File: src/rtl/e2q_delay.sv
`timescale 1ns / 1ps
// ----------------------------------------------------------------------------
// e2q_delay: fixed delay line
// Shift register that keeps side data aligned with the arithmetic pipeline.
// ----------------------------------------------------------------------------
module e2q_delay #(
    parameter int WIDTH = 8,
    parameter int DEPTH = 2
) (
    input  logic             i_clk,
    input  logic [WIDTH-1:0] i_data,
    output logic [WIDTH-1:0] o_data
);

    logic [WIDTH-1:0] r_d [DEPTH];

    always_ff @(posedge i_clk) begin
        r_d[0] <= i_data;
        for (int k = 1; k < DEPTH; k++) begin
            r_d[k] <= r_d[k-1];
        end
    end

    assign o_data = r_d[DEPTH-1];

endmodule

File: config.mk
export PLATFORM = sky130hd
export DESIGN_NAME = e2q_delay
export DESIGN_NICKNAME = d
export VERILOG_FILES = /design/src/rtl/e2q_delay.sv
export SDC_FILE = /design/constraint.sdc
export NUM_CORES = 1
export LEC_CHECK = 0
export ABC_AREA = 1
export ABC_CLOCK_PERIOD_IN_PS = 1200
export BUFFER_PORTS_ARGS = -buffer_cell sky130_fd_sc_hd__clkbuf_2
export CAP_MARGIN = 10
export CORE_AREA = 2 2 39 41
export CTS_BUF_LIST = sky130_fd_sc_hd__clkbuf_8
export DETAILED_ROUTE_END_ITERATION = 7
export DIE_AREA = 0 0 41 43
export GPL_ROUTABILITY_DRIVEN = 0
export GPL_TIMING_DRIVEN = 0
export HOLD_SLACK_MARGIN = 0.06
export PLACE_DENSITY = 0.6
export SLEW_MARGIN = 10
export SYNTH_ARGS = -nofsm -noshare
export SYNTH_HDL_FRONTEND = slang
export SYNTH_SLANG_ARGS = --single-unit
export TNS_END_PERCENT = 20
File: constraint.sdc
create_clock -name i_clk -period 1.2 [get_ports i_clk]
set_input_delay 0.18 -clock i_clk [delete_from_list [all_inputs] [get_ports i_clk]]
set_output_delay 0.18 -clock i_clk [all_outputs]
set_load 0.01 [all_outputs]
### Word level (Yosys, flattened, before mapping)

Memory sizes are Yosys's and may differ from the RTL's.
Cells that the tools add are included.
Widths: inputs -> output; s select.

| word-level totals | value |
|---|---|
| register bits | 0 |
| memory bits (writable) | 16 |
| input port bits | 9 |
| output and inout bits | 8 |
| logic and storage cells | 1 |
| memories kept | 1 |

Memory list:

| name | words | width | rd ports | clocked after Yosys merged registers in | write ports | line | text |
|---|---|---|---|---|---|---|---|
| r_d | 2 | 8 | 2 | 0 | 2 | 15 | `logic [WIDTH-1:0] r_d [DEPTH];` |

### Depth between registers and ports, before layout

| logic depth | value |
|---|---|
| depth after elaboration | 0 |
| gate-level depth with buffers | 1 |
| gate-level depth less buffers | 0 |

### Least setup slack after synthesis

OpenSTA, ideal clock, no wires.

| timing path | value |
|---|---|
| path kind | register -> output |
| start point | memory r_d[1][0], in the netlist r_d[0][8] |
| end point | output port o_data[0] |
| arrival | 0.401 ns |
| data required time | 1.020 ns |
| setup slack | 0.619 ns |
| stages on the path, launching flop included | 2 |
| buffers on the path | 1 |
| cell sequence | dfxtp_1 -> buf_4 |

RTL lines:

| element | line | text |
|---|---|---|
| start, declared | 15 |  |
| end, declared | 12 | `output logic [WIDTH-1:0] o_data` |

==> metrics.md <==
| Metric | Value |
|---|---|
| Crit-path max cell delay | `0.30 ns` |
| Critical path arrival | `0.76 ns` |
| Share of the core filled with cells | `43.5%` |
| Worst slew margin | `94.9%` |
| Final worst setup slack | `0.258 ns` |
| CTS Buf Count | `3` |
| Multi-input gates | `0` |
| Post-CTS setup buffer count | `0` |
| DP Area | `480 µm²` |
| Synth top area cells | `dfxtp_1, buf_4` |
| Largest net degree at the start of global routing | `9` |
| Vias per inst | `3.27` |
| Max Cap Viol | `0` |
| Netlist cell types | `2` |
| Seq cells post-synth | `16` |
| Number of flip-flops in the largest register | `16` |
| Largest area contributor in the netlist | `dfxtp_1` |
| Routed Antenna Nets | `0` |
| Synth top area share | `a little over four fifths` |
| Die Area | `~1800 µm²` |
| Detailed Route Iter0 Violations | `0` |
| Pleak | `0.295 nW` |
| Fin. Hold Viols | `0` |
| # DRC | `0` |
| Type of origin of the critical path | `register` |
| Die Wd | `slightly above 40 µm` |
| IO Port Bufs | `16` |
| Async S/R FF share, synth | `0%` |
| # H-tree levels | `1` |
| Setup crit end kind | `output pin` |
| CTS tree | `yes` |
| Number of synthesized flops with an enable pin | `0` |
| Final hold slack | `0.324 ns` |
| Period minus WS final | `0.942 ns` |
| Worst skew pair latency | `0.23 ns` |
| CTS sink count | `16` |
| Design Area, Final | `602 µm²` |
| Multi-input gate area | `0 µm²` |
| Power Density | `1670 nW/µm²` |
| Average wire per standard cell | `6.85 µm` |
| Via Count | `219` |
| Crit-path max FO | `1` |
| Layout area overhead | `58.2%` |
| Slew @ Worst Pin | `approximately 0.076 ns` |
| CP max-delay cell | `dfxtp_1` |
| Core Area | `1380 µm²` |
| Drt first pass iters | `1` |
| Final max-slew violation count | `0` |
| Antenna violations before repair | `0` |
| Required time worst endpoint | `1.02 ns` |
| Top reg by flops | `r_d` |
| Root buf cell | `clkbuf_8` |
| Syn Inst Count | `24` |
| Setup violators final | `0` |
| Cell row count | `14` |
| Outcome | `complete, no violations` |
| Top post-synthesis cells by count | `dfxtp_1, buf_4` |
| Final nets | `62` |
| Pre-CTS setup slack | `just over 0.5 ns` |
| WL final | `~460 µm` |
| Clk_skew | `0.000249 ns` |
| Io pins | `17` |
| Post-Syn Area | `380 µm²` |
| Min-delay worst type | `reg -> reg` |
| Count leader, synth | `dfxtp_1` |
| Global-route wire length before repair | `517 µm` |
| Unrepaired setup endpoints after global routing | `no` |
| VDD IR-drop max | `0.000551 V` |
| Die H | `43 µm` |
| Syn nets | `33` |
| Critical Path, Cell by Cell | `buf_4 > clkbuf_2` |
| Antenna diodes | `0` |
| Clock slew at reported path FFs | `0.05 ns` |
| Total grt overflow | `0` |
| Top_reg_cell synth | `dfxtp_1` |
| Per-instance average area after synthesis | `15.8 µm²` |
| Largest regs | `r_d (16)` |
| Tcrit/Tclk final | `78.5%` |
| Warning count from the yosys run | `0` |
| Type of the worst setup path | `reg -> out` |
| Share of cells above drive strength 1 | `52.9%` |
| Peak Freq | `between 1000 and 1500 MHz` |
| Max Root-Sink Buffers | `2` |
| GR Util All Layers | `5.89%` |
| Sequential fraction of the synthesis area | `84.2%` |
| Setup TNS | `0 ns` |
| Starting Density | `27.5%` |
| Vias in the first global route | `131` |
area by class of cell:
class                 count  area (µm²)
Tap cell                 16        20.0
Fill cell               128         782
Clock buffer              3        41.3
Sequential cell          16         320
Timing Repair Buffer     24         160
Buffer                    8        60.1
power by group:
part | total [mW] | switching (mW) | internal [mW]
clock | 0.365 | 0.144 | 0.221
sequential | 0.566 | 0.00571 | 0.560
combinational | 0.0718 | 0.0211 | 0.0507
cells in the final DEF (no fill, tap or decap):
| cell | Yosys | layout |
|---|---|---|
| clkbuf_8 | 0 | 3 |
| buf_4 | 8 | 8 |
| dlygate4sd3_1 | 0 | 8 |
| dfxtp_1 | 16 | 16 |
| clkbuf_2 | 0 | 16 |
worst max-delay path, delay by kind of cell (launching register included):
kind / cells / cell delay [ns]
buf+inv: 2 / 0.23
flops: 1 / 0.30
final timing paths:
kind,start,cells past startpoint,slack [ns],end
worst max register to register,r_d[0][5],0,0.81,r_d[0][13]
worst max-delay path,r_d[0][8],2,0.26,o_data[0]
worst min-delay path,r_d[0][7],0,0.32,r_d[0][15]
worst min register to register,r_d[0][7],0,0.32,r_d[0][15]
layer usage:
layer / wire length (µm) / track usage (%) / up-vias
li1: - / - / 118
met3: 30 / 4.71 / 0
met5: 0 / 0 / -
met4: 0 / 12.0 / 0
met2: 241 / 5.94 / 8
met1: 187 / 4.01 / 93
through the flow:
stage	instances	total power, mW
final	67	1.00
after floorplan	24	0.603
after CTS	67	1.02
after detailed placement	56	0.629
after global routing	67	1.04
after global placement	56	0.628
timing repair:
action                                 CTS  global route
hold buffers                             8             0
endpoints found under the hold margin    8             0
gates resized for setup                  0             0
cells by family (layout without fill, tap and decap cells):
family	count (synthesis)	count (layout)	share of synthesized area (%)
buffers and inverters	8	35	15.8
DFF	16	16	84.2
(Power assumes the default switching activity.)
